[config.mk]
export PLATFORM = sky130hd
export DESIGN_NAME = ads94_fifo
export DESIGN_NICKNAME = d
export VERILOG_FILES = /design/src/hw/rtl/ads94_fifo.sv
export SDC_FILE = /design/constraint.sdc
export NUM_CORES = 1
export LEC_CHECK = 0
export BUFFER_PORTS_ARGS = -buffer_cell sky130_fd_sc_hd__buf_2
export CAP_MARGIN = 20
export CORE_ASPECT_RATIO = 0.9
export CORE_MARGIN = 2
export CORE_UTILIZATION = 57
export DETAILED_ROUTE_END_ITERATION = 7
export GPL_TIMING_DRIVEN = 0
export PLACE_DENSITY = 0.79
export SYNTH_ARGS = -nofsm -noshare
export SYNTH_HDL_FRONTEND = slang
export SYNTH_SLANG_ARGS = --single-unit
[constraint.sdc]
create_clock -name clk_i -period 2.6 [get_ports clk_i]
set_input_delay 0.52 -clock clk_i [delete_from_list [all_inputs] [get_ports clk_i]]
set_output_delay 0.52 -clock clk_i [all_outputs]
set_load 0.02 [all_outputs]
[src/hw/rtl/ads94_fifo.sv]
`timescale 1ns / 1ps
// ----------------------------------------------------------------------------
// Area downscaler 9:4 event queue
// Short first-in first-out queue between the front end and the back end.
// ----------------------------------------------------------------------------
module ads94_fifo #(
  parameter int Width = 51,
  parameter int Depth = 4
) (
  input  logic             clk_i,
  input  logic             rst_ni,
  input  logic             push_i,
  input  logic [Width-1:0] wdata_i,
  output logic             full_o,
  input  logic             pop_i,
  output logic [Width-1:0] rdata_o,
  output logic             empty_o
);

  localparam int PtrW = (Depth > 1) ? $clog2(Depth) : 1;
  localparam int CntW = $clog2(Depth + 1);
  localparam logic [PtrW-1:0] PtrLast = PtrW'(Depth - 1);
  localparam logic [CntW-1:0] CntFull = CntW'(Depth);

  logic [Width-1:0] store_q [Depth];
  logic [PtrW-1:0]  wr_ptr_q, wr_ptr_d;
  logic [PtrW-1:0]  rd_ptr_q, rd_ptr_d;
  logic [CntW-1:0]  count_q, count_d;

  assign full_o  = (count_q == CntFull);
  assign empty_o = (count_q == '0);
  assign rdata_o = store_q[rd_ptr_q];

  // Pointer and fill count update.
  always_comb begin
    wr_ptr_d = wr_ptr_q;
    rd_ptr_d = rd_ptr_q;
    count_d  = count_q;
    if (push_i) begin
      wr_ptr_d = (wr_ptr_q == PtrLast) ? '0 : wr_ptr_q + PtrW'(1);
    end
    if (pop_i) begin
      rd_ptr_d = (rd_ptr_q == PtrLast) ? '0 : rd_ptr_q + PtrW'(1);
    end
    if (push_i && !pop_i) begin
      count_d = count_q + CntW'(1);
    end else if (!push_i && pop_i) begin
      count_d = count_q - CntW'(1);
    end
  end

  always_ff @(posedge clk_i or negedge rst_ni) begin
    if (!rst_ni) begin
      wr_ptr_q <= '0;
      rd_ptr_q <= '0;
      count_q  <= '0;
    end else begin
      wr_ptr_q <= wr_ptr_d;
      rd_ptr_q <= rd_ptr_d;
      count_q  <= count_d;
    end
  end

  // Queue storage.
  always_ff @(posedge clk_i) begin
    if (push_i) begin
      store_q[wr_ptr_q] <= wdata_i;
    end
  end

`ifndef SYNTHESIS
  a_no_overflow: assert property (@(posedge clk_i) disable iff (!rst_ni)
    push_i |-> (!full_o || pop_i))
    else $error("event queue written while full");

  a_no_underflow: assert property (@(posedge clk_i) disable iff (!rst_ni)
    pop_i |-> !empty_o)
    else $error("event queue read while empty");
`endif

endmodule

==> flow_summary_export.csv <==
group,metric,value,unit
sta,setup-tns-final,0,ps
logic_synthesis,synth_compound_area_share,0.128,%
sta,fmax,0.407,GHz
worst_hold_path,hp-class,"input port to flop",
logic_synthesis,synth_top_family_by_area,"multiplexers",
logic_synthesis,synth_mux_area_share,15.2,%
logic_synthesis,ys_seq_elements,211,
logic_synthesis,syn_area,7840,um2
place,post-place-cells,583,
routing,vias,3533,
floorplan,die_x,128,um
routing,top_layer,"met4",
clock_tree,numCtsBuffers,21,
global_routing,grt_max_degree,29,
logic_synthesis,synth_xor_xnor_area_share,0.335,%
clock_tree,root_buffer,"clkbuf_16",
sta,fin_crit,2460,ps
layout,fin_nets,500,
clock_tree,cts-htree-levels,1,
routing,wl_per_cell,21.1,um
logic_synthesis,synth_cells,304,
sta,worstMarginPinSlew,709,ps
routing,firstDrtPassIters,4,
layout,fill_cells,839,
logic_synthesis,yosysMostFrequentCell,"edfxtp_1",
worst_setup_path,r2r_cells,4,
logic_synthesis,synth_edf_count,204,
routing,ant_nets,0,
clock_tree,cts_tree,"yes",
layout,syn_to_final_growth,18.4,%
logic_synthesis,ys.flop_type,"edfxtp_1",
global_routing,grt_pass1_vias,3743,
worst_hold_path,hold_path_depth,1,
logic_synthesis,synth_warnings,0,
floorplan,dieArea,14700,um2
floorplan,placementRows,40,
logic_synthesis,synthTopCellsByArea,"edfxtp_1 (78%), mux4_2 (14%), dfrtp_1 (2.2%), buf_12 (1.3%), mux4_1 (1.0%)",
global_routing,overflow,0,
worst_setup_path,cp_max_fo,10,
logic_synthesis,yosysUniqueCellTypes,20,
logic_synthesis,synth_nets,366,
routing,wl,13.1,mm
pwr,power_density,1140,nW/um2
sta,hold_violations,0,
sta,setup_viol,0,
routing,met3_length,1.02,mm
clock_tree,cts_setup_buffers,0,
routing,drt_iter0_drc,185,
sta,slew_headroom,52.8,%
sta,final.period_utilization,94.5,%
routing,met1_length,5.27,mm
outcome,outcome,"finished clean",
pwr,power_leakage,0.00323,uW
routing,viasPerCell,5.70,
worst_setup_path,cp_data_arrival_time,1940,ps
global_routing,grt_first_pass_wirelength,20.5,mm
global_routing,antenna_found_initial,0,
routing,drcViolationCount,0,
worst_setup_path,required,2080,ps
routing,wl_met2,6.64,mm
logic_synthesis,yosysSeqAreaShare,80.4,%
logic_synthesis,yosysTopAreaCellShare,78.2,%
global_routing,grt_use_total,18.5,%
floorplan,floorplan.initialDensity,58.4,%
layout,fin_cells,620,
pwr,peakVddDrop,0.000620,V
clock_tree,path_clk_slew,60,ps
floorplan,die_h,115,um
place,gp_congestion,0.713,
clock_tree,clk_path_buf_depth,3,
place,io_buffers,107,
place,hpwl,8.10,mm
worst_setup_path,critPathKind,"flop to output pin",
run,max_cap_violations,0,
sta,rsz0062_at_grt,"no",
layout,drive_above_1_share,45.0,%
worst_setup_path,startpoint_type,"flop",
sta,finalMaxSlewViolations,0,
logic_synthesis,syn_area_per_cell,25.8,um2
logic_synthesis,synth_simple_gate_area_share,0.718,%
logic_synthesis,synthArstFlopShare,3.32,%
floorplan,ios,108,
logic_synthesis,synth_common_cells,"edfxtp_1 (204), mux4_2 (48), dfrtp_1 (7), ha_1 (6)",
worst_setup_path,worstSetupEndpointType,"output pin",
logic_synthesis,synth_area_leader_cell,"edfxtp_1",
logic_synthesis,synthAdderAreaFrac,1.21,%
floorplan,core-area,13400,um2
clock_tree,clock_sinks,211,
clock_tree,clk_latency,480,ps
sta,finClkSkew,8.17,ps
[kinds of logic after synthesis]
family | after synthesis
muxes | 54
AOI/OAI and AO/OA | 2
adders and majority gates | 7
and+or+nand+nor | 11
DFF | 211
buffers and inverters | 16
xor gates and xnor gates | 3
[critical path, stage by stage (launching register included)]
cell     delay [ps]
dfrtp_1         370
buf_6           200
buf_12          170
mux4_2          530
buf_2           180
[metal layers]
metal,vias to the layer above,track usage [%]
li1,1561,-
met3,15,6.14
met4,0,3.37
met1,1836,24.3
met5,-,0
met2,121,31.2
[through the flow]
stage	setup WS, ps	util (%)	hold WS (ps)	cell area, um2	power, uW
floorplan	348	-	224	7840	7010
detailed placement	479	64.6	362	8670	8070
global placement	-641	64.0	358	8580	7970
CTS	-29.8	69.2	232	9280	10700
global route	45.3	69.2	228	9280	11100
finish	144	69.2	247	9280	10500
[sequential cells by signal (all words and copies together), names as in the netlist]
register	count
rd_ptr_q	2
wr_ptr_q	2
store_q	204
count_q	3
[layout by cell type, fill, tap and decap left out]
cell type / synthesis / layout
dlygate4sd3_1: 0 / 1
o21ai_0: 2 / 2
mux4_1: 3 / 3
inv_1: 4 / 4
mux2_2: 3 / 3
buf_2: 5 / 110
nor3_1: 1 / 1
buf_12: 5 / 9
xnor2_1: 1 / 1
nor2_1: 3 / 3
and2_2: 0 / 4
nor3b_1: 1 / 1
clkbuf_16: 0 / 21
clkinv_1: 0 / 7
inv_6: 0 / 1
clkbuf_1: 1 / 3
dfrtp_1: 7 / 7
fa_1: 1 / 1
xor2_1: 2 / 2
ha_1: 6 / 6
clkinvlp_4: 0 / 2
diode_2: 0 / 1
clkinv_2: 0 / 2
nand2_1: 2 / 2
buf_6: 1 / 1
mux4_2: 48 / 48
clkbuf_4: 0 / 2
edfxtp_1: 204 / 204
[where the power goes]
group	internal, uW	leakage (uW)	switching [uW]
Sequential	4370	0.00196	171
Combinational	1500	0.000990	1890
Clock	1480	0.000286	1140
Total	7340	0.00323	3200
[area by class of cell]
| class | instances | area [um2] | area share (%) |
|---|---|---|---|
| Antenna cell | 1 | 2.50 | 0.0270 |
| Buffer | 11 | 141 | 1.52 |
| Clock buffer | 24 | 537 | 5.78 |
| Clock inverter | 12 | 60.1 | 0.647 |
| Inverter | 4 | 15.0 | 0.162 |
| Multi-Input combinational cell | 77 | 1390 | 14.9 |
| Sequential cell | 211 | 6300 | 67.9 |
| Tap cell | 168 | 210 | 2.27 |
| Timing Repair Buffer | 112 | 626 | 6.74 |
[worst paths after layout]
path	from	endpoint	slack, ps
max	rd_ptr_q[0]	rdata_o[18]	140
min	wdata_i[47]	store_q[3][47]	250
max reg2reg	wr_ptr_q[0]	store_q[0][3]	720
min reg2reg	count_q[2]	count_q[2]	490
max in group asynchronous	rst_ni	count_q[2]	2050
min in group asynchronous	rst_ni	count_q[1]	390
[repair_timing]
item | CTS | global route
pin swaps | 0 | 0
resized for setup | 0 | 2
endpoints found under the setup margin | 10 | 49
hold endpoints to repair | 7 | 0
hold buffers | 1 | 0
(Power assumes the default switching activity.)
