**config.mk**
```make
export PLATFORM = sky130hd
export DESIGN_NAME = ads94_front_flat
export DESIGN_NICKNAME = d
export VERILOG_FILES = /design/src/hw/rtl/ads94_pkg.sv /design/src/hw/rtl/ads94_if.sv /design/src/hw/rtl/ads94_front.sv /design/src/flat_wrapper.sv
export SDC_FILE = /design/constraint.sdc
export NUM_CORES = 1
export LEC_CHECK = 0
export ABC_AREA = 0
export BUFFER_PORTS_ARGS = -buffer_cell sky130_fd_sc_hd__buf_2
export CAP_MARGIN = 15
export CORE_ASPECT_RATIO = 0.8
export CORE_MARGIN = 3
export CORE_UTILIZATION = 35
export DETAILED_ROUTE_END_ITERATION = 7
export PLACE_DENSITY = 0.57
export SLEW_MARGIN = 30
export SYNTH_ARGS = -nofsm -noshare
export SYNTH_HDL_FRONTEND = slang
export SYNTH_SLANG_ARGS = --single-unit
```
**constraint.sdc**
```tcl
create_clock -name clk_i -period 13.9 [get_ports clk_i]
set_clock_uncertainty 0.05 [all_clocks]
set_input_delay 2.085 -clock clk_i [delete_from_list [all_inputs] [get_ports clk_i]]
set_output_delay 2.085 -clock clk_i [all_outputs]
set_load 0.005 [all_outputs]
```
**src/hw/rtl/ads94_pkg.sv**
```systemverilog
`timescale 1ns / 1ps
// ----------------------------------------------------------------------------
// Area downscaler 9:4 package
// Shared widths, register indexes, weight tables, lane arithmetic and the
// types that travel between the front end, the event queue and the back end.
// ----------------------------------------------------------------------------
package ads94_pkg;

  // Channel and lane widths.
  localparam int PixLaneW = 8;
  localparam int HLaneW   = 12;
  localparam int VLaneW   = 15;
  localparam int Lanes    = 3;
  localparam int PixRgbW  = Lanes * PixLaneW;
  localparam int HSumW    = Lanes * HLaneW;
  localparam int VSumW    = Lanes * VLaneW;

  // Configuration port.
  localparam int CfgIdxW  = 4;
  localparam int CfgDataW = 16;
  localparam int AcrossW  = 8;
  localparam int DimW     = 11;

  // Position counters.
  localparam int PosW  = 4;
  localparam int BandW = 10;
  localparam logic [PosW-1:0] PosLast  = 4'd8;
  localparam logic [DimW-1:0] MaxBands = 11'd1024;

  // Center tap weight of every three-tap segment.
  localparam logic [2:0] CenterW = 3'd4;

  // Final scaling: (2*S+81)/162 equals (S+40)/81, done as a reciprocal multiply.
  localparam int TW        = 16;
  localparam int RecipW    = 15;
  localparam int ProdW     = TW + RecipW;
  localparam int DivShift  = 21;
  localparam int QuotW     = ProdW - DivShift;
  localparam logic [TW-1:0]     DivBias  = 16'd40;
  localparam logic [RecipW-1:0] DivRecip = 15'd25891;
  localparam logic [QuotW-1:0]  ChanMax  = 10'd255;

  typedef enum logic [CfgIdxW-1:0] {
    REG_BLOCKS_ACROSS = 4'd0,
    REG_BLOCKS_DOWN   = 4'd1
  } cfg_reg_e;

  // Effective frame dimensions after the zero and oversize rules.
  typedef struct packed {
    logic [DimW-1:0] width_blocks;
    logic [DimW-1:0] height_bands;
  } dims_t;

  // One finished horizontal segment sum, handed from front to back.
  typedef struct packed {
    logic [HSumW-1:0] hsum;
    logic [PosW-1:0]  row;
    logic             row_end;
    logic             frame_end;
  } hevt_t;

  // Weight of the first tap of segment seg: 4, 3, 2, 1.
  function automatic logic [2:0] first_w(input logic [1:0] seg);
    logic [2:0] w;
    case (seg)
      2'd0:    w = 3'd4;
      2'd1:    w = 3'd3;
      2'd2:    w = 3'd2;
      default: w = 3'd1;
    endcase
    return w;
  endfunction

  // Weight of the last tap of segment seg: 1, 2, 3, 4.
  function automatic logic [2:0] last_w(input logic [1:0] seg);
    return {1'b0, seg} + 3'd1;
  endfunction

  // Per lane: acc + k * pix, wrapped to the horizontal lane width.
  function automatic logic [HSumW-1:0] hmac(input logic [HSumW-1:0] acc,
                                            input logic [PixRgbW-1:0] pix,
                                            input logic [2:0] k);
    logic [HSumW-1:0] res;
    for (int ln = 0; ln < Lanes; ln++) begin
      res[ln*HLaneW +: HLaneW] = acc[ln*HLaneW +: HLaneW] +
                                 HLaneW'(k) * HLaneW'(pix[ln*PixLaneW +: PixLaneW]);
    end
    return res;
  endfunction

  // Per lane: acc + k * h, wrapped to the vertical lane width.
  function automatic logic [VSumW-1:0] vmac(input logic [VSumW-1:0] acc,
                                            input logic [HSumW-1:0] h,
                                            input logic [2:0] k);
    logic [VSumW-1:0] res;
    for (int ln = 0; ln < Lanes; ln++) begin
      res[ln*VLaneW +: VLaneW] = acc[ln*VLaneW +: VLaneW] +
                                 VLaneW'(k) * VLaneW'(h[ln*HLaneW +: HLaneW]);
    end
    return res;
  endfunction

endpackage

```
**src/hw/rtl/ads94_if.sv**
```systemverilog
`timescale 1ns / 1ps
// ----------------------------------------------------------------------------
// Area downscaler 9:4 channel interfaces
// Valid/ready channels for source pixels, output pixels and register writes.
// ----------------------------------------------------------------------------

// Source pixel channel: 7:0 red, 15:8 green, 23:16 blue, 31:24 alpha.
interface ads94_pixel_if;
  logic        valid;
  logic        ready;
  logic [31:0] pixel;
  modport source (output valid, output pixel, input ready);
  modport sink (input valid, input pixel, output ready);
endinterface


```
**src/hw/rtl/ads94_front.sv**
```systemverilog
`timescale 1ns / 1ps
// ----------------------------------------------------------------------------
// Area downscaler 9:4 front end
// Accepts source pixels, tracks the raster position and builds the
// horizontal three-tap segment sums; each finished sum becomes a queue event.
// ----------------------------------------------------------------------------
module ads94_front import ads94_pkg::*; #(
  parameter int MAX_BLOCKS_ACROSS = 128,
  parameter int XW                = 9
) (
  input  logic            clk_i,
  input  logic            rst_ni,
  ads94_pixel_if.sink     pixel_i,
  input  dims_t           dims_i,
  input  logic            q_full_i,
  output logic            push_o,
  output logic [XW-1:0]   x_o,
  output hevt_t           evt_o
);

  localparam int BcW = (MAX_BLOCKS_ACROSS > 1) ? $clog2(MAX_BLOCKS_ACROSS) : 1;

  logic [PosW-1:0]    col_q, col_d;
  logic [BcW-1:0]     bc_q, bc_d;
  logic [PosW-1:0]    row_q, row_d;
  logic [BandW-1:0]   band_q, band_d;
  logic [HSumW-1:0]   cur_q, cur_d;
  logic [HSumW-1:0]   nxt_q, nxt_d;

  logic               accept;
  logic [PixRgbW-1:0] pix;
  logic [1:0]         seg;
  logic [HSumW-1:0]   hsum;
  logic               last_block;
  logic               last_band;
  logic               row_end;

  // A transfer happens whenever a pixel is valid and the event queue has room.
  assign pixel_i.ready = !q_full_i;
  assign accept        = pixel_i.valid && !q_full_i;
  assign pix           = pixel_i.pixel[PixRgbW-1:0];

  assign seg        = 2'(col_q[3:1] - 3'd1);
  assign last_block = (DimW'(bc_q) + DimW'(1)) >= dims_i.width_blocks;
  assign last_band  = (DimW'(band_q) + DimW'(1)) >= dims_i.height_bands;
  assign hsum       = hmac(cur_q, pix, last_w(seg));
  assign row_end    = (col_q == PosLast) && last_block;

  // Horizontal segment sums.
  always_comb begin
    cur_d  = cur_q;
    nxt_d  = nxt_q;
    push_o = 1'b0;
    if (accept) begin
      if (col_q == '0) begin
        cur_d = hmac('0, pix, CenterW);
      end else if (col_q == 4'd1) begin
        cur_d = hmac(cur_q, pix, CenterW);
      end else if (col_q[0] && (col_q < PosLast)) begin
        cur_d = hmac(nxt_q, pix, CenterW);
      end else if (col_q <= PosLast) begin
        cur_d  = hsum;
        push_o = 1'b1;
        if (col_q < PosLast) begin
          nxt_d = hmac('0, pix, first_w(seg + 2'd1));
        end
      end
    end
  end

  // Raster position counters.
  always_comb begin
    col_d  = col_q;
    bc_d   = bc_q;
    row_d  = row_q;
    band_d = band_q;
    if (accept) begin
      if (col_q >= PosLast) begin
        col_d = '0;
        if (last_block) begin
          bc_d = '0;
          if (row_q >= PosLast) begin
            row_d  = '0;
            band_d = last_band ? '0 : band_q + BandW'(1);
          end else begin
            row_d = row_q + PosW'(1);
          end
        end else begin
          bc_d = bc_q + BcW'(1);
        end
      end else begin
        col_d = col_q + PosW'(1);
      end
    end
  end

  always_ff @(posedge clk_i or negedge rst_ni) begin
    if (!rst_ni) begin
      col_q  <= '0;
      bc_q   <= '0;
      row_q  <= '0;
      band_q <= '0;
      cur_q  <= '0;
      nxt_q  <= '0;
    end else begin
      col_q  <= col_d;
      bc_q   <= bc_d;
      row_q  <= row_d;
      band_q <= band_d;
      cur_q  <= cur_d;
      nxt_q  <= nxt_d;
    end
  end

  // Event contents: line column, segment sum, source row and output markers.
  assign x_o             = XW'({bc_q, seg});
  assign evt_o.hsum      = hsum;
  assign evt_o.row       = row_q;
  assign evt_o.row_end   = row_end;
  assign evt_o.frame_end = row_end && (row_q == PosLast) && last_band;

`ifndef SYNTHESIS
  a_push_on_even_col: assert property (@(posedge clk_i) disable iff (!rst_ni)
    push_o |-> (col_q == 4'd2 || col_q == 4'd4 || col_q == 4'd6 || col_q == 4'd8))
    else $error("segment event outside a segment end column");
`endif

endmodule

```
**src/flat_wrapper.sv**
```systemverilog
// flat-port wrapper written by rule: the top's interface ports become plain ports
module ads94_front_flat import ads94_pkg::*;
#(
  parameter int MAX_BLOCKS_ACROSS = 128,
  parameter int XW                = 9
)
  (clk_i, rst_ni, dims_i, q_full_i, push_o, x_o, evt_o, pixel_i_valid, pixel_i_pixel, pixel_i_ready);
  ads94_pixel_if pixel_i_i ();
  input  logic clk_i;
  input  logic rst_ni;
  input  dims_t dims_i;
  input  logic q_full_i;
  output logic push_o;
  output logic [XW-1:0] x_o;
  output hevt_t evt_o;
  input wire logic [$bits(pixel_i_i.valid)-1:0] pixel_i_valid;
  input wire logic [$bits(pixel_i_i.pixel)-1:0] pixel_i_pixel;
  output wire logic [$bits(pixel_i_i.ready)-1:0] pixel_i_ready;
  assign pixel_i_i.valid = pixel_i_valid;
  assign pixel_i_i.pixel = pixel_i_pixel;
  assign pixel_i_ready = pixel_i_i.ready;
  ads94_front #(.MAX_BLOCKS_ACROSS(MAX_BLOCKS_ACROSS), .XW(XW)) u_core (.clk_i(clk_i), .rst_ni(rst_ni), .pixel_i(pixel_i_i), .dims_i(dims_i), .q_full_i(q_full_i), .push_o(push_o), .x_o(x_o), .evt_o(evt_o));
endmodule
```
==> results.py, run 1 <==
metrics = {
    "critical_path": {
        "max_stage_delay_ps": 530,
        "r2r_start": "u_core.col_q[1]$_DFFE_PN0P_",
        "crit_path_start_kind": "input port",
        "path_class": "in2out",
        "crit_path_start": "pixel_i_pixel[9]",
        "cp.required_ps": 11770,
        "reg2regPathDepth": 16,
        "crit_path_end_kind": "output port",
        "endpoint": "evt_o[29]",
        "cp_max_fo": 7,
        "crit_chain": "buf_2 > and2_1 > fa_1 > inv_1 > fa_1 > inv_1 > ha_1 > nor2b_1 > o31ai_1 > a21oi_1 > nor2_1 > o21ai_0 > xor2_1 > buf_2",
        "r2r_end": "u_core.cur_q[34]$_DFFE_PN0P_",
        "arrival_ps": 5460,
        "worst_path_max_delay_cell": "fa_1",
        "ff2ff_setup_slack_ps": 8760,
    },
    "routing": {
        "drt_first_iter_violations": 599,
        "drc": 0,
        "wl_per_cell_microns": 17.1,
        "vias": 10300,
        "firstDrtPassIters": 5,
        "vias_per_cell": 5.21,
        "antenna_left": 0,
        "wl_mm": 33.7,
    },
    "global_route": {
        "grt_pass1_vias": 10100,
        "grt_antenna_before_repair": 0,
        "grt_max_degree": 58,
        "grt_first_pass_wirelength_mm": 54.5,
        "grt_use_total_pct": 19.2,
        "overflow": 0,
    },
    "logic_synthesis": {
        "async_flop_share_pct": 100,
        "synth_top_flop_cell": "dfrtp_1",
        "yosys_register_bits": 94,
        "netlist_area_sq_um": 11800,
        "yosysTopAreaCell": "dfrtp_1",
        "syn_nets": 1730,
        "syn_avg_cell_area_sq_um": 8.14,
        "synth.area.top_cells": "dfrtp_1 20%, ha_1 16%, fa_1 12%",
        "ys_warn_count": 0,
        "synth_enable_flop_cells": 0,
        "ys_seq_area_share_pct": 19.9,
        "synth_top_area_share_pct": 19.9,
        "syn_inst": 1452,
        "synth_cell_types": 69,
    },
    "cells_and_area": {
        "layout.nets": 1821,
        "layout.cells.non_filler": 1976,
        "drive_above_1_share_pct": 10.0,
        "post-route-util_pct": 39.9,
        "area_growth_pct": 11.0,
    },
    "floorplan": {
        "coreArea_sq_um": 32900,
        "initial_utilization_pct": 35.9,
        "dieWidth_microns": 211,
        "die-area_sq_um": 36000,
        "io_pins": 111,
        "fp.dieH_microns": 170,
        "num_rows": 59,
    },
    "clock_tree": {
        "cts_resized": 0,
        "clockBufferDepth": 2,
        "cts_hold_buf": 0,
        "htreeDepth": 3,
        "tritoncts": "built",
        "clk_pin_slew_worst_paths_ps": 70,
        "clock_latency_ps": 370,
        "numClockSinks": 94,
        "post-cts-setup-buffers": 0,
        "root_buffer": "clkbuf_16",
        "cts_made_buffers": 9,
    },
    "sta": {
        "worst_slew_pin_slew_ps": 922,
        "finalSetupTns_ps": 0,
        "fin_crit_ps": 7600,
        "slew_headroom_pct": 38.4,
        "report.final.setup_viol": 0,
        "finalHoldViolCount": 0,
        "rsz0062_at_grt": "no",
        "drv_slew": 0,
        "finalWorstSetupSlack_ps": 6300,
        "fmax_ghz": 0.132,
        "fin_crit_sh_pct": 54.7,
    },
    "placed_design": {
        "hpwlAfterDp_mm": 26.4,
        "portBuffers": 102,
        "globalplace.congestion": 0.856,
        "dp_cells": 1959,
        "dpl_worst_slack_ps": 6380,
    },
    "run": {
        "cap_viol_max_count": 0,
    },
    "run_status": {
        "status": "finished clean",
    },
    "min_path": {
        "holdCritPathClass": "reg2reg",
    },
}
-- worst min path at each step --
stage                                 start                      endpoint  cells after the start
2_1_floorplan  u_core.nxt_q[13]$_DFFE_PN0P_  u_core.nxt_q[13]$_DFFE_PN0P_                      2
3_3_place_gp   u_core.nxt_q[25]$_DFFE_PN0P_  u_core.nxt_q[25]$_DFFE_PN0P_                      2
3_5_place_dp   u_core.nxt_q[13]$_DFFE_PN0P_  u_core.nxt_q[13]$_DFFE_PN0P_                      2
4_1_cts        u_core.nxt_q[13]$_DFFE_PN0P_  u_core.nxt_q[13]$_DFFE_PN0P_                      2
5_1_grt         u_core.nxt_q[1]$_DFFE_PN0P_   u_core.nxt_q[1]$_DFFE_PN0P_                      2
6_report       u_core.nxt_q[13]$_DFFE_PN0P_  u_core.nxt_q[13]$_DFFE_PN0P_                      2
-- metal layers --
layer  share of wire [%]  vias up  GRT usage [%]
met5                   0        -              0
met4                 1.5        0           4.34
met3                 4.9       28           3.13
met2                  42      209           28.9
met1                  51     4965           28.8
li1                    -     5092              -
-- sequential cells by signal, summed over array words and instances, names as in the netlist --
name / flops
u_core.nxt_q: 33
u_core.bc_q: 7
u_core.row_q: 4
u_core.col_q: 4
u_core.cur_q: 36
u_core.band_q: 10
-- layout make-up --
class	instances	area, sq um
Fill cell	3382	19800
Multi-Input combinational cell	1103	8510
Sequential cell	94	2350
Inverter	220	826
Timing Repair Buffer	115	611
Tap cell	427	534
Clock buffer	10	239
Clock inverter	6	52.6
Antenna cell	1	2.50
-- cell families after synthesis --
kind of cell | after synthesis | synth area share (%)
flops | 94 | 19.9
compound gates | 361 | 19.4
fa+ha+maj | 220 | 27.9
simple gates | 425 | 17.2
xor+xnor | 84 | 6.23
mux | 13 | 1.13
buf+inv | 255 | 8.29
-- synth_stat cells (all sizes together), types with 24 or more instances --
cell and count:
a211oi 26, a21o 24, a21oi 90, and2 54, dfrtp 94, fa 72, ha 148, inv 220
nand2 164, nand3 26, nor2 78, nor3 25, o21ai 115, xnor2 51, xor2 33
-- cells in the final DEF, fill, tap and decap left out, drive strengths merged, types with 14 or more instances in the layout --
master | netlist | final
buf | 14 | 115
a211oi | 26 | 26
nand2b | 21 | 21
o21ai | 115 | 115
dfrtp | 94 | 94
a21o | 24 | 24
xnor2 | 51 | 51
nand2 | 164 | 164
a21oi | 90 | 90
nor3 | 25 | 25
nor2 | 78 | 78
ha | 148 | 148
and2 | 54 | 54
nand3 | 26 | 26
fa | 72 | 72
inv | 220 | 223
o21a | 15 | 15
nor2b | 20 | 20
o22ai | 14 | 14
xor2 | 33 | 33
-- stage by stage --
step / cell area, sq um / hold WS, ps
finish: 13100 / 429
global route: 13100 / 462
CTS: 13100 / 431
detailed placement: 12800 / 412
global placement: 12800 / 408
floorplan: 11800 / 395
-- worst max-delay path: cells and delay by family --
family	cells	cell delay, ps
adders and majority gates	3	1360
AOI/OAI and AO/OA	3	690
and+or+nand+nor	3	540
buffers and inverters	4	450
xor gates and xnor gates	1	330
Power of run 1 is not shown: default switching activity piles up to over one toggle a cycle in this logic, so the estimate is an artifact.
==> run 2: changes to the inputs <==
Settings changed: PLACE_DENSITY 0.57 to 0.59.
Clock period 13.9 ns to 6.4 ns, I/O delays scaled along.
==> run 2 against run 1 <==
  * Critical path depth unchanged
  * Global-route usage down 0.33 points
  * Via count fell by 0.12%
  * Cell area grew 0.40%
  * Utilization rose by 0.16 points
  * Non-clock buffer count is 1 higher
  * Sequential cell count did not move
  * Critical path type is now reg2out
  * Critical endpoint is now evt_o[40]
  * Highest routed layer unchanged
==> results.py, run 2 (synthesis gave the netlist of run 1 again) <==
metrics = {
    "critical_path": {
        "crit_chain": "buf_4 > xor2_1 > buf_4 > nand2_1 > fa_1 > fa_1 > inv_1 > ha_1 > a21o_1 > a311oi_2 > o21ai_1 > a41oi_1 > xnor2_1 > buf_2",
        "cp_top_family": "adder cells",
        "worst_path_max_delay_cell": "xor2_1",
        "max_stage_delay_ps": 750,
        "worst-path-buf-inv": 4,
        "crit_path_start_kind": "flip-flop",
        "arrival_ps": 5010,
        "crit_path_end_kind": "output port",
        "cp_max_fo": 25,
        "cp.required_ps": 5390,
        "path_class": "reg2out",
    },
    "sta": {
        "report.final.setup_viol": 0,
        "drv_slew": 0,
        "slew_headroom_pct": 40.5,
        "finalSetupTns_ps": 0,
        "worst_slew_pin_slew_ps": 892,
        "fin_crit_ps": 6020,
        "finalHoldViolCount": 0,
        "fin_crit_sh_pct": 94.0,
        "rsz0062_at_grt": "no",
        "fmax_ghz": 0.166,
    },
    "cells_and_area": {
        "final_area_sq_um": 13200,
        "layout_common_cells": "220 x inv_1, 162 x nand2_1, 148 x ha_1",
        "largestRegisters": "u_core.cur_q (36), u_core.nxt_q (33), u_core.band_q (10)",
        "largest_reg_flops": 36,
        "largest_register": "u_core.cur_q",
        "drive_above_1_share_pct": 10.0,
        "area_growth_pct": 11.5,
        "layout.nets": 1822,
        "post-route-util_pct": 40.0,
        "layout.cells.non_filler": 1977,
        "fill_cells": 3418,
        "layout_commonest_cell": "inv_1",
    },
    "routing": {
        "wl_per_cell_microns": 16.9,
        "firstDrtPassIters": 5,
        "drc": 0,
        "antenna_left": 0,
        "wl_mm": 33.4,
        "vias_per_cell": 5.20,
        "drt_first_iter_violations": 625,
        "vias": 10300,
    },
    "clock_tree": {
        "htreeDepth": 3,
        "post-cts-setup-buffers": 0,
        "cts_resized": 0,
        "clockBufferDepth": 2,
        "clock_latency_ps": 360,
        "cts_made_buffers": 9,
        "tritoncts": "built",
        "numClockSinks": 94,
        "clk_pin_slew_worst_paths_ps": 70,
        "cts_hold_buf": 0,
        "root_buffer": "clkbuf_16",
    },
    "placed_design": {
        "hpwlAfterDp_mm": 26.2,
        "dp_cells": 1960,
        "placed_cell_area_sq_um": 12800,
        "globalplace.congestion": 0.847,
        "portBuffers": 102,
    },
    "floorplan": {
        "num_rows": 59,
        "initial_utilization_pct": 35.9,
        "fp.dieH_microns": 170,
        "io_pins": 111,
        "die-area_sq_um": 36000,
        "coreArea_sq_um": 32900,
        "dieWidth_microns": 211,
    },
    "global_route": {
        "grt_pass1_vias": 9961,
        "grt_use_total_pct": 18.9,
        "overflow": 0,
        "grt_max_degree": 56,
        "grt_first_pass_wirelength_mm": 53.7,
        "grt_antenna_before_repair": 0,
    },
    "run_status": {
        "status": "finished clean",
    },
    "min_path": {
        "holdCritPathClass": "reg2reg",
    },
    "run": {
        "cap_viol_max_count": 0,
    },
}
==> run 2: metrics by stage <==
step | hold WS (ps) | worst slack (ps)
floorplan | 395 | 964
finish | 431 | 384
global placement | 411 | 851
global route | 464 | 150
CTS | 439 | 387
detailed placement | 419 | 789
==> run 2: layer usage <==
metal | vias to the layer above | track usage (%) | wire, microns
met1 | 4937 | 28.3 | 17300
met3 | 28 | 3.11 | 1430
met4 | 0 | 3.06 | 390
li1 | 5103 | - | -
met5 | - | 0 | 0
met2 | 214 | 29.0 | 14200
==> run 2: worst paths after layout <==
check,start,end,slack [ps],depth (start not counted)
worst min register to register,u_core.nxt_q[13]$_DFFE_PN0P_,u_core.nxt_q[13]$_DFFE_PN0P_,430,2
worst min-delay path,u_core.nxt_q[13]$_DFFE_PN0P_,u_core.nxt_q[13]$_DFFE_PN0P_,430,2
max in group asynchronous,rst_ni,u_core.cur_q[29]$_DFFE_PN0P_,4550,2
worst max-delay path,u_core.col_q[1]$_DFFE_PN0P_,evt_o[40],380,14
worst max register to register,u_core.col_q[1]$_DFFE_PN0P_,u_core.cur_q[34]$_DFFE_PN0P_,1450,15
min in group asynchronous,rst_ni,u_core.bc_q[6]$_DFFE_PN0P_,540,1
==> run 2: cell type report <==
| class | count | area [sq um] | area share (%) |
|---|---|---|---|
| Timing Repair Buffer | 116 | 618 | 4.69 |
| Antenna cell | 1 | 2.50 | 0.0190 |
| Multi-Input combinational cell | 1103 | 8490 | 64.5 |
| Inverter | 220 | 826 | 6.27 |
| Sequential cell | 94 | 2350 | 17.9 |
| Tap cell | 427 | 534 | 4.06 |
| Clock inverter | 6 | 109 | 0.826 |
| Clock buffer | 10 | 239 | 1.81 |
==> run 2: tightest hold or removal path: cells and delay by family, from the launching register on <==
family           cells  cell delay [ps]
flip-flops           1              350
AND/OR/NAND/NOR      2              100
Power of run 2 is left out for the same reason.
==> run 3: changes to the inputs <==
--- a/config.mk
+++ b/config.mk
@@ -7,4 +7,5 @@
 export LEC_CHECK = 0
 export ABC_AREA = 0
+export ABC_CLOCK_PERIOD_IN_PS = 6400
 export BUFFER_PORTS_ARGS = -buffer_cell sky130_fd_sc_hd__buf_2
 export CAP_MARGIN = 15
@@ -12,4 +13,5 @@
 export CORE_MARGIN = 3
 export CORE_UTILIZATION = 35
+export CTS_BUF_LIST = sky130_fd_sc_hd__clkbuf_4 sky130_fd_sc_hd__clkbuf_8
 export DETAILED_ROUTE_END_ITERATION = 7
 export PLACE_DENSITY = 0.59
--- a/constraint.sdc
+++ b/constraint.sdc
@@ -3,3 +3,3 @@
 set_input_delay 0.96 -clock clk_i [delete_from_list [all_inputs] [get_ports clk_i]]
 set_output_delay 0.96 -clock clk_i [all_outputs]
-set_load 0.005 [all_outputs]
+set_load 0.01 [all_outputs]
==> run 3 against run 2 <==
  * Critical path depth is the same
  * Sequential share of layout area is 0.19 points higher
  * Count of clock-buffer cells in the layout rose by 1
  * Via count increased by 0.29%
  * Die area stayed put
  * Routed wire length grew 0.74%
  * First-iteration DRC count increased by 8.8%
  * Global-route usage increased by 0.051 points
  * Fmax fell by 0.38%
  * Worst setup slack got worse by 23 ps
  * Largest cell class unchanged
==> results.py, run 3 (synthesis gave the netlist of run 1 again) <==
metrics = {
    "critical_path": {
        "cp_max_fo": 25,
        "crit_path_start_kind": "flip-flop",
        "worst_path_max_delay_cell": "xor2_1",
        "max_stage_delay_ps": 730,
        "arrival_ps": 5030,
        "path_class": "reg2out",
        "cp.required_ps": 5390,
        "crit_chain": "buf_4 > xor2_1 > buf_4 > nand2_1 > fa_1 > fa_1 > inv_1 > ha_1 > a21o_1 > a311oi_2 > o21ai_1 > a41oi_1 > xnor2_1 > buf_2",
        "crit_path_end_kind": "output port",
    },
    "floorplan": {
        "fp.dieH_microns": 170,
        "dieWidth_microns": 211,
        "num_rows": 59,
        "coreArea_sq_um": 32900,
        "io_pins": 111,
        "initial_utilization_pct": 35.9,
        "die-area_sq_um": 36000,
    },
    "sta": {
        "drv_slew": 0,
        "slew_headroom_pct": 37.9,
        "finalHoldViolCount": 0,
        "fin_crit_ps": 6040,
        "rsz0062_at_grt": "no",
        "report.final.setup_viol": 0,
        "fmax_ghz": 0.166,
        "finalSetupTns_ps": 0,
        "worst_slew_pin_slew_ps": 929,
        "fin_crit_sh_pct": 94.4,
    },
    "run": {
        "cap_viol_max_count": 0,
    },
    "cells_and_area": {
        "regArea_sq_um": 2350,
        "fill_cells": 3400,
        "area_growth_pct": 10.3,
        "largestRegisters": "u_core.cur_q (36), u_core.nxt_q (33), u_core.band_q (10)",
        "largest_reg_flops": 36,
        "layout.nets": 1822,
        "drive_above_1_share_pct": 10.0,
        "multiInputGateArea_sq_um": 8490,
        "antenna-diode-count": 0,
        "largest_register": "u_core.cur_q",
        "layout_commonest_cell": "inv_1",
        "layout_common_cells": "220 x inv_1, 162 x nand2_1, 148 x ha_1",
        "layout.cells.non_filler": 1976,
    },
    "clock_tree": {
        "clockBufferDepth": 2,
        "tritoncts": "built",
        "clock_latency_ps": 390,
        "cts_hold_buf": 0,
        "htreeDepth": 3,
        "cts_resized": 0,
        "root_buffer": "clkbuf_8",
        "numClockSinks": 94,
        "post-cts-setup-buffers": 0,
        "clk_pin_slew_worst_paths_ps": 100,
        "cts_made_buffers": 9,
    },
    "routing": {
        "drc": 0,
        "drt_first_iter_violations": 680,
        "wl_per_cell_microns": 17.0,
        "vias_per_cell": 5.22,
        "wl_mm": 33.6,
        "firstDrtPassIters": 5,
        "antenna_left": 0,
        "vias": 10300,
    },
    "placed_design": {
        "dp_cells": 1960,
        "hpwlAfterDp_mm": 26.3,
        "globalplace.congestion": 0.843,
        "portBuffers": 102,
    },
    "global_route": {
        "grt_use_total_pct": 18.9,
        "grt_pass1_vias": 10200,
        "overflow": 0,
        "grt_antenna_before_repair": 0,
        "grt_first_pass_wirelength_mm": 54.0,
        "grt_max_degree": 56,
    },
    "run_status": {
        "status": "finished clean",
    },
    "min_path": {
        "holdCritPathClass": "reg2reg",
    },
}
[run 3: layout make-up]
class,count,area share [%]
clock inverter,5,0.442
clock buffer,11,1.16
multi-input combinational,1103,65.2
tap,427,4.10
timing repair buffer,116,4.74
inverter,220,6.34
sequential,94,18.0
[run 3: per-layer routing]
metal / up-vias / part of all wire [%] / global-route usage (%) / wire [microns]
met5: - / 0 / 0 / 0
met4: 0 / 1.8 / 4.63 / 590
met3: 36 / 4.2 / 2.29 / 1410
met2: 234 / 43 / 29.3 / 14300
met1: 4936 / 51 / 28.1 / 17300
li1: 5106 / - / - / -
[run 3: worst max-delay path, delay by kind of cell, from the launching register on]
family	cells	cell delay [ps]
XOR/XNOR	2	920
adder cells (fa/ha/maj)	3	1370
buffers and inverters	4	890
AO/OA/AOI/OAI	4	1030
AND/OR/NAND/NOR	1	90
flip-flops	1	350
[run 3: metrics by stage]
| stage | utilization [%] | hold slack (ps) | setup WS, ps | instance area, sq um |
|---|---|---|---|---|
| floorplan | - | 395 | 896 | 11800 |
| global placement | 39.0 | 411 | 832 | 12800 |
| detailed placement | 39.0 | 420 | 826 | 12800 |
| CTS | 39.6 | 444 | 353 | 13000 |
| global route | 39.6 | 466 | 92.8 | 13000 |
| finish | 39.6 | 441 | 362 | 13000 |
[run 3: path summary, 6_finish.rpt]
| path | startpoint | endpoint | slack [ps] | cells past startpoint |
|---|---|---|---|---|
| min in group asynchronous | rst_ni | u_core.bc_q[5]$_DFFE_PN0P_ | 500 | 1 |
| hold reg to reg | u_core.nxt_q[1]$_DFFE_PN0P_ | u_core.nxt_q[1]$_DFFE_PN0P_ | 440 | 2 |
| max in group asynchronous | rst_ni | u_core.cur_q[16]$_DFFE_PN0P_ | 4600 | 2 |
| setup / recovery | u_core.col_q[1]$_DFFE_PN0P_ | evt_o[40] | 360 | 14 |
| setup reg to reg | u_core.col_q[1]$_DFFE_PN0P_ | u_core.cur_q[34]$_DFFE_PN0P_ | 1480 | 15 |
| hold / removal | u_core.nxt_q[1]$_DFFE_PN0P_ | u_core.nxt_q[1]$_DFFE_PN0P_ | 440 | 2 |
Power of run 3 is left out for the same reason.
